--- config.mk ---
export PLATFORM = sky130hd
export DESIGN_NAME = radix_digit_converter
export DESIGN_NICKNAME = d
export VERILOG_FILES = /design/src/hw/rtl/rdc_pkg.sv /design/src/hw/rtl/rdc_ctrl.sv /design/src/hw/rtl/rdc_datapath.sv /design/src/hw/rtl/radix_digit_converter.sv
export SDC_FILE = /design/constraint.sdc
export NUM_CORES = 1
export LEC_CHECK = 0
export ABC_AREA = 1
export CORE_MARGIN = 2
export CORE_UTILIZATION = 30
export DETAILED_ROUTE_END_ITERATION = 10
export DONT_BUFFER_PORTS = 1
export PLACE_DENSITY_LB_ADDON = 0.08
export SYNTH_ARGS = -nofsm -noshare
export SYNTH_HDL_FRONTEND = slang
export SYNTH_SLANG_ARGS = --single-unit
export TNS_END_PERCENT = 50
--- constraint.sdc ---
create_clock -name clk -period 13.8 [get_ports clk]
set_clock_uncertainty 0.1 [all_clocks]
set_input_delay 2.07 -clock clk [delete_from_list [all_inputs] [get_ports clk]]
set_output_delay 2.07 -clock clk [all_outputs]
set_load 0.02 [all_outputs]
--- src/hw/rtl/rdc_pkg.sv ---
// ----------------------------------------------------------------------------
// rdc_pkg
// Shared constants, types and helper functions of the radix digit converter.
// ----------------------------------------------------------------------------
package rdc_pkg;

  localparam int VALUE_WIDTH = 32;
  localparam int MAX_DIGITS  = 32;
  localparam int IN_W        = 32;
  localparam int STEP_BITS   = 8;

  localparam int DIV_CYCLES  = (VALUE_WIDTH + STEP_BITS - 1) / STEP_BITS;
  localparam int DIV_W       = DIV_CYCLES * STEP_BITS;
  localparam int CYC_W       = (DIV_CYCLES > 1) ? $clog2(DIV_CYCLES) : 1;
  localparam int CNT_W       = $clog2(MAX_DIGITS + 1);
  localparam int IDX_W       = $clog2(MAX_DIGITS);

  localparam int RADIX_W     = 6;
  localparam int DIGIT_W     = 6;
  localparam int CHAR_W      = 7;
  localparam int OUT_W       = 8;

  localparam logic [RADIX_W-1:0] RADIX_RESET = 6'd10;
  localparam logic [RADIX_W-1:0] RADIX_MIN   = 6'd2;
  localparam logic [RADIX_W-1:0] RADIX_MAX   = 6'd36;
  localparam logic [DIGIT_W-1:0] DEC_LIMIT   = 6'd10;
  localparam logic [CHAR_W-1:0]  CHAR_ZERO   = 7'h30;
  localparam logic [CHAR_W-1:0]  CHAR_A      = 7'h41;

  typedef struct packed {
    logic load;
    logic step;
    logic emit;
  } rdc_cmd_t;

  typedef struct packed {
    logic digit_end;
    logic conv_done;
    logic emit_last;
    logic out_free;
  } rdc_status_t;

  function automatic logic [RADIX_W-1:0] eff_base(input logic [RADIX_W-1:0] r);
    logic [RADIX_W-1:0] b;
    b = r;
    if (r < RADIX_MIN) b = RADIX_MIN;
    if (r > RADIX_MAX) b = RADIX_MAX;
    return b;
  endfunction

  function automatic logic [CHAR_W-1:0] to_ascii(input logic [DIGIT_W-1:0] d);
    logic [CHAR_W-1:0] c;
    if (d < DEC_LIMIT) begin
      c = CHAR_ZERO + CHAR_W'(d);
    end else begin
      c = CHAR_A + CHAR_W'(d - DEC_LIMIT);
    end
    return c;
  endfunction

endpackage

--- src/hw/rtl/rdc_ctrl.sv ---
// ----------------------------------------------------------------------------
// rdc_ctrl
// Sequencer that steps the divider for each digit and then drains the digits.
// ----------------------------------------------------------------------------
module rdc_ctrl (
  input  logic                clk,
  input  logic                rst,
  input  logic                in_valid,
  output logic                in_ready,
  input  rdc_pkg::rdc_status_t sts,
  output rdc_pkg::rdc_cmd_t   cmd
);

  localparam logic [1:0] ST_IDLE = 2'd0;
  localparam logic [1:0] ST_DIV  = 2'd1;
  localparam logic [1:0] ST_EMIT = 2'd2;

  logic [1:0] state;
  logic [1:0] state_next;

  always_ff @(posedge clk) begin
    if (rst) begin
      state <= ST_IDLE;
    end else begin
      state <= state_next;
    end
  end

  always_comb begin
    state_next = state;
    cmd        = '0;
    in_ready   = 1'b0;
    case (state)
      ST_IDLE: begin
        in_ready = 1'b1;
        if (in_valid) begin
          cmd.load   = 1'b1;
          state_next = ST_DIV;
        end
      end
      ST_DIV: begin
        cmd.step = 1'b1;
        if (sts.digit_end && sts.conv_done) begin
          state_next = ST_EMIT;
        end
      end
      ST_EMIT: begin
        if (sts.out_free) begin
          cmd.emit = 1'b1;
          if (sts.emit_last) begin
            state_next = ST_IDLE;
          end
        end
      end
      default: begin
        state_next = ST_IDLE;
      end
    endcase
  end

endmodule

--- src/hw/rtl/rdc_datapath.sv ---
// ----------------------------------------------------------------------------
// rdc_datapath
// Radix register, shift-subtract divider, digit buffer and output register.
// ----------------------------------------------------------------------------
module rdc_datapath (
  input  logic                                clk,
  input  logic                                rst,
  input  logic                                cfg_we,
  input  logic [rdc_pkg::RADIX_W-1:0]         cfg_wdata,
  input  logic [rdc_pkg::IN_W-1:0]            in_value,
  input  rdc_pkg::rdc_cmd_t                   cmd,
  output rdc_pkg::rdc_status_t                sts,
  output logic                                out_valid,
  input  logic                                out_ready,
  output logic [rdc_pkg::CHAR_W-1:0]          out_char,
  output logic                                out_last
);

  logic [rdc_pkg::RADIX_W-1:0] radix;
  logic [rdc_pkg::RADIX_W-1:0] base;
  logic [rdc_pkg::DIV_W-1:0]   quot;
  logic [rdc_pkg::DIV_W-1:0]   quot_next;
  logic [rdc_pkg::DIGIT_W-1:0] rem;
  logic [rdc_pkg::DIGIT_W-1:0] rem_next;
  logic [rdc_pkg::CYC_W-1:0]   cyc;
  logic [rdc_pkg::CNT_W-1:0]   cnt;
  logic [rdc_pkg::CNT_W-1:0]   cnt_m1;
  logic [rdc_pkg::DIV_W-1:0]   load_val;
  logic [rdc_pkg::DIGIT_W-1:0] digits [rdc_pkg::MAX_DIGITS];
  logic [rdc_pkg::DIGIT_W:0]   trial;

  assign base   = rdc_pkg::eff_base(radix);
  assign cnt_m1 = cnt - rdc_pkg::CNT_W'(1);

  always_comb begin
    load_val = '0;
    for (int i = 0; i < rdc_pkg::DIV_W; i++) begin
      if (i < rdc_pkg::VALUE_WIDTH && i < rdc_pkg::IN_W) begin
        load_val[i] = in_value[i];
      end
    end
  end

  // One remainder bit in, one quotient bit out, per step.
  always_comb begin
    quot_next = quot;
    rem_next  = rem;
    trial     = '0;
    for (int s = 0; s < rdc_pkg::STEP_BITS; s++) begin
      trial     = {rem_next, quot_next[rdc_pkg::DIV_W-1]};
      quot_next = {quot_next[rdc_pkg::DIV_W-2:0], 1'b0};
      if (trial >= {1'b0, base}) begin
        trial        = trial - {1'b0, base};
        quot_next[0] = 1'b1;
      end
      rem_next = trial[rdc_pkg::DIGIT_W-1:0];
    end
  end

  assign sts.digit_end = (cyc == rdc_pkg::CYC_W'(rdc_pkg::DIV_CYCLES - 1));
  assign sts.conv_done = (quot_next == '0) ||
                         (cnt == rdc_pkg::CNT_W'(rdc_pkg::MAX_DIGITS - 1));
  assign sts.emit_last = (cnt == rdc_pkg::CNT_W'(1));
  assign sts.out_free  = !out_valid || out_ready;

  always_ff @(posedge clk) begin
    if (rst) begin
      radix     <= rdc_pkg::RADIX_RESET;
      out_valid <= 1'b0;
      cyc       <= '0;
      cnt       <= '0;
    end else begin
      if (cfg_we) begin
        radix <= cfg_wdata;
      end
      if (cmd.load) begin
        cyc <= '0;
        cnt <= '0;
      end else if (cmd.step) begin
        if (sts.digit_end) begin
          cyc <= '0;
          cnt <= cnt + rdc_pkg::CNT_W'(1);
        end else begin
          cyc <= cyc + rdc_pkg::CYC_W'(1);
        end
      end else if (cmd.emit) begin
        cnt <= cnt_m1;
      end
      if (cmd.emit) begin
        out_valid <= 1'b1;
      end else if (out_ready) begin
        out_valid <= 1'b0;
      end
    end
  end

  always_ff @(posedge clk) begin
    if (cmd.load) begin
      quot <= load_val;
      rem  <= '0;
    end else if (cmd.step) begin
      quot <= quot_next;
      if (sts.digit_end) begin
        rem                                   <= '0;
        digits[cnt[rdc_pkg::IDX_W-1:0]] <= rem_next;
      end else begin
        rem <= rem_next;
      end
    end
    if (cmd.emit) begin
      out_char <= rdc_pkg::to_ascii(digits[cnt_m1[rdc_pkg::IDX_W-1:0]]);
      out_last <= sts.emit_last;
    end
  end

endmodule

--- src/hw/rtl/radix_digit_converter.sv ---
// ----------------------------------------------------------------------------
// radix_digit_converter
// Converts an unsigned value into ASCII digits of a configurable base.
// ----------------------------------------------------------------------------
// Each item on the slave stream is divided repeatedly by the radix register
// (2 to 36, values outside are clamped) and the resulting digits leave on the
// master stream most significant first, one item per digit, with tlast on the
// final digit; zero gives the single digit '0'. Digits are 0-9 then 'A'-'Z'.
// The shift-subtract divider retires 8 quotient bits per cycle for each digit,
// and the digit buffer then drains one digit per cycle while the master
// stream accepts. The next item is taken once the last digit sits in the
// output register.
module radix_digit_converter (
  input  logic                            clk,
  input  logic                            rst,
  input  logic                            cfg_we,
  input  logic [rdc_pkg::RADIX_W-1:0]     cfg_wdata,
  input  logic                            s_tvalid,
  output logic                            s_tready,
  input  logic [rdc_pkg::IN_W-1:0]        s_tdata,  // [31:0] value
  output logic                            m_tvalid,
  input  logic                            m_tready,
  output logic [rdc_pkg::OUT_W-1:0]       m_tdata,  // [6:0] digit_char, [7] zero
  output logic                            m_tlast
);

  rdc_pkg::rdc_cmd_t             cmd;
  rdc_pkg::rdc_status_t          sts;
  logic [rdc_pkg::CHAR_W-1:0]    out_char;

  rdc_ctrl u_ctrl (
    .clk      (clk),
    .rst      (rst),
    .in_valid (s_tvalid),
    .in_ready (s_tready),
    .sts      (sts),
    .cmd      (cmd)
  );

  rdc_datapath u_datapath (
    .clk       (clk),
    .rst       (rst),
    .cfg_we    (cfg_we),
    .cfg_wdata (cfg_wdata),
    .in_value  (s_tdata),
    .cmd       (cmd),
    .sts       (sts),
    .out_valid (m_tvalid),
    .out_ready (m_tready),
    .out_char  (out_char),
    .out_last  (m_tlast)
  );

  assign m_tdata = {{(rdc_pkg::OUT_W - rdc_pkg::CHAR_W){1'b0}}, out_char};

endmodule

==> metrics.txt <==
status=finished clean; # nets final=1485; worst skew pair latency=0.58 ns; Synth Instances=between 1000 and 1500; Setup WS post-layout=roughly 1.1 ns; Final period util=around nine tenths; Rel. slew slack=a little under a third; Critical Path Source Type=register; Seq/Total Area, Yosys=a little under three fifths; diode count=0; RePlAce Congestion=between 0.8 and 0.9; HPWL after detailed placement=25.4 mm; Routed WL=about 38 mm; largest fanout on the critical path=8; Arr. time, crit path=12.86 ns; H-tree Lvls=1; mux cell area share after synthesis=between 1 and 1.5%; Crit path required time=approximately 14 ns; min Tclk post-route=12.66 ns; critical path type=register to register; CTS tree=yes; most used cell, CP=nand2_1; Clock Tree Buf Depth=3; number of global-route vias before repair=9525; P&R area growth vs syn=16.3%; row count=between 70 and 80; vias=between 9000 and 10000; Max-Cap Viols=0; final hold vios=0; fin. max-slew vios=0; Simple-Gate Fraction of Synth Area=17.0%; number of port buffers=0; Critical Path End Type=register; Worst-Margin Slew=~1.0 ns; num ports=between 50 and 60; root buf cell=clkbuf_16; GRT overflow=0; DP Worst Slack=-0.318 ns; share of layout cells above drive strength 1=about 14%; Post-Syn Nets=1433; Mean Syn Cell Area=~10 µm²; Core Region=about 44000 µm²; commonest non-fill, non-tap cells in the layout=239 x nand2_1, 232 x edfxtp_1, 179 x nor2_1; HP Class=register to register; die footprint=46400 µm²; Reg clk slew, reported paths=roughly 0.06 ns; Slowest cell on crit path=ha_1; initial antenna violation count=0; async set-reset flop share out of synthesis=0%; final setup fails=0; die height=about 220 µm; CTS Sinks=approximately 260; commonest non-fill, non-tap cell in the layout=nand2_1; Yosys warning total=0; remaining antenna violation count after routing=0; largest family of logic cells by synthesized area=simple AND/OR/NAND/NOR gates; max incr delay on CP=roughly 0.35 ns; Main synth FF type=edfxtp_1; Yosys reg bits=255; EDFF count, synth=232; Compound-Gate Fraction of Synth Area=between 10 and 15%; xor/xnor cell area share of the yosys netlist=under 10%; Adder-Cell Fraction of Synth Area=approximately 6.5%; vias per cell=approximately 4.8; Synth Cell Area=approximately 13000 µm²; First-pass DRT Iterations=5; first-pass GRT wire length=approximately 57 mm; DRC violations left=0; global-route usage over all layers=between 10% and 20%; Netlist cell types=48; initial cell density of the core=between 30% and 40%; Max Clock Freq=between 0.07 and 0.08 GHz; WL/cell=about 19 µm; DR iter-0 viols=roughly 580; CTS Buf Count=29; Die Span X=215 µm; largest net degree at the start of global routing=62
## critical path: cells and delay by family, from the launching register on
kind | cells | cell delay, ns
AO/OA/AOI/OAI | 33 | 5.29
flip-flops | 1 | 0.33
AND/OR/NAND/NOR | 25 | 2.47
adder cells (fa/ha/maj) | 8 | 2.46
buffers and inverters | 15 | 1.69
## path summary, 6_finish.rpt
kind,cells past startpoint,slack (ns),startpoint,to
hold reg to reg,1,0.35,u_datapath.cnt[5],u_datapath.cnt[5]
setup reg to reg,81,1.14,u_datapath.radix[2],u_datapath.digits[22][3]
setup / recovery,81,1.14,u_datapath.radix[2],u_datapath.digits[22][3]
hold / removal,1,0.35,u_datapath.cnt[5],u_datapath.cnt[5]
## through the flow
step / cells / hold WS [ns] / setup TNS [ns] / instance area, µm² / utilization, %
2_1_floorplan: 1325 / 0.322 / 0 / 13400 / -
3_3_place_gp: 1920 / 0.334 / 0 / 14300 / 32.5
3_5_place_dp: 1920 / 0.346 / -26.16 / 14300 / 32.5
4_1_cts: 1974 / 0.357 / 0 / 15300 / 34.6
5_1_grt: 1992 / 0.391 / -3.94 / 15600 / 35.3
6_report: 1992 / 0.355 / 0 / 15600 / 35.3
## cell type report
| class | count | area (µm²) |
|---|---|---|
| fillers | 4614 | 28500 |
| flip-flops and latches | 255 | 7430 |
| multi-input cells | 913 | 5540 |
| clock buffers | 30 | 751 |
| well taps | 592 | 741 |
| repair buffers | 63 | 500 |
| inverters | 115 | 432 |
| clock inverters | 24 | 190 |
## state kept, by name (all words and copies together), names as in the netlist
register,flops
u_datapath.quot,32
u_datapath.radix,6
u_datapath.out_last,1
u_datapath.cyc,2
u_datapath.out_valid,1
u_datapath.digits,192
u_datapath.rem,6
u_ctrl.state,2
u_datapath.out_char,7
u_datapath.cnt,6
## metal layers
metal | up-vias | wire length, µm | global-route usage (%)
met3 | 65 | 1220 | 2.22
li1 | 4778 | - | -
met5 | - | 0 | 0
met1 | 4643 | 17600 | 20.8
met2 | 135 | 18100 | 26.9
met4 | 0 | 1230 | 5.06
## kinds of logic (layout without fill, tap and decap cells)
group,Yosys count,after routing
compound gates,257,257
xor+xnor,37,37
fa+ha+maj,65,65
buf+inv,165,232
flops,255,255
mux,20,20
other cells,1,1
simple gates,525,533
## cells in the mapped netlist, drive strengths merged (21+ instances only)
master / number / share of area (%)
clkbuf: 39 / 1.1
nand2: 254 / 7.5
dfxtp: 23 / 3.4
o32ai: 28 / 1.8
o21ai: 123 / 4.8
ha: 57 / 5.3
o221ai: 21 / 1.4
edfxtp: 232 / 52
nand3: 55 / 2.7
inv: 113 / 3.2
nor2: 183 / 5.3
a21oi: 46 / 1.9
## repair_timing
item,CTS,global route
gates cloned,0,8
resized for setup,3,47
setup endpoints to repair,96,201
hold buffers,0,0
buffers inserted,0,10
pin swaps,0,17
Power is left out: the tool's default activity adds up to more than one toggle a clock period on the data nets, which glitch-free logic cannot reach.
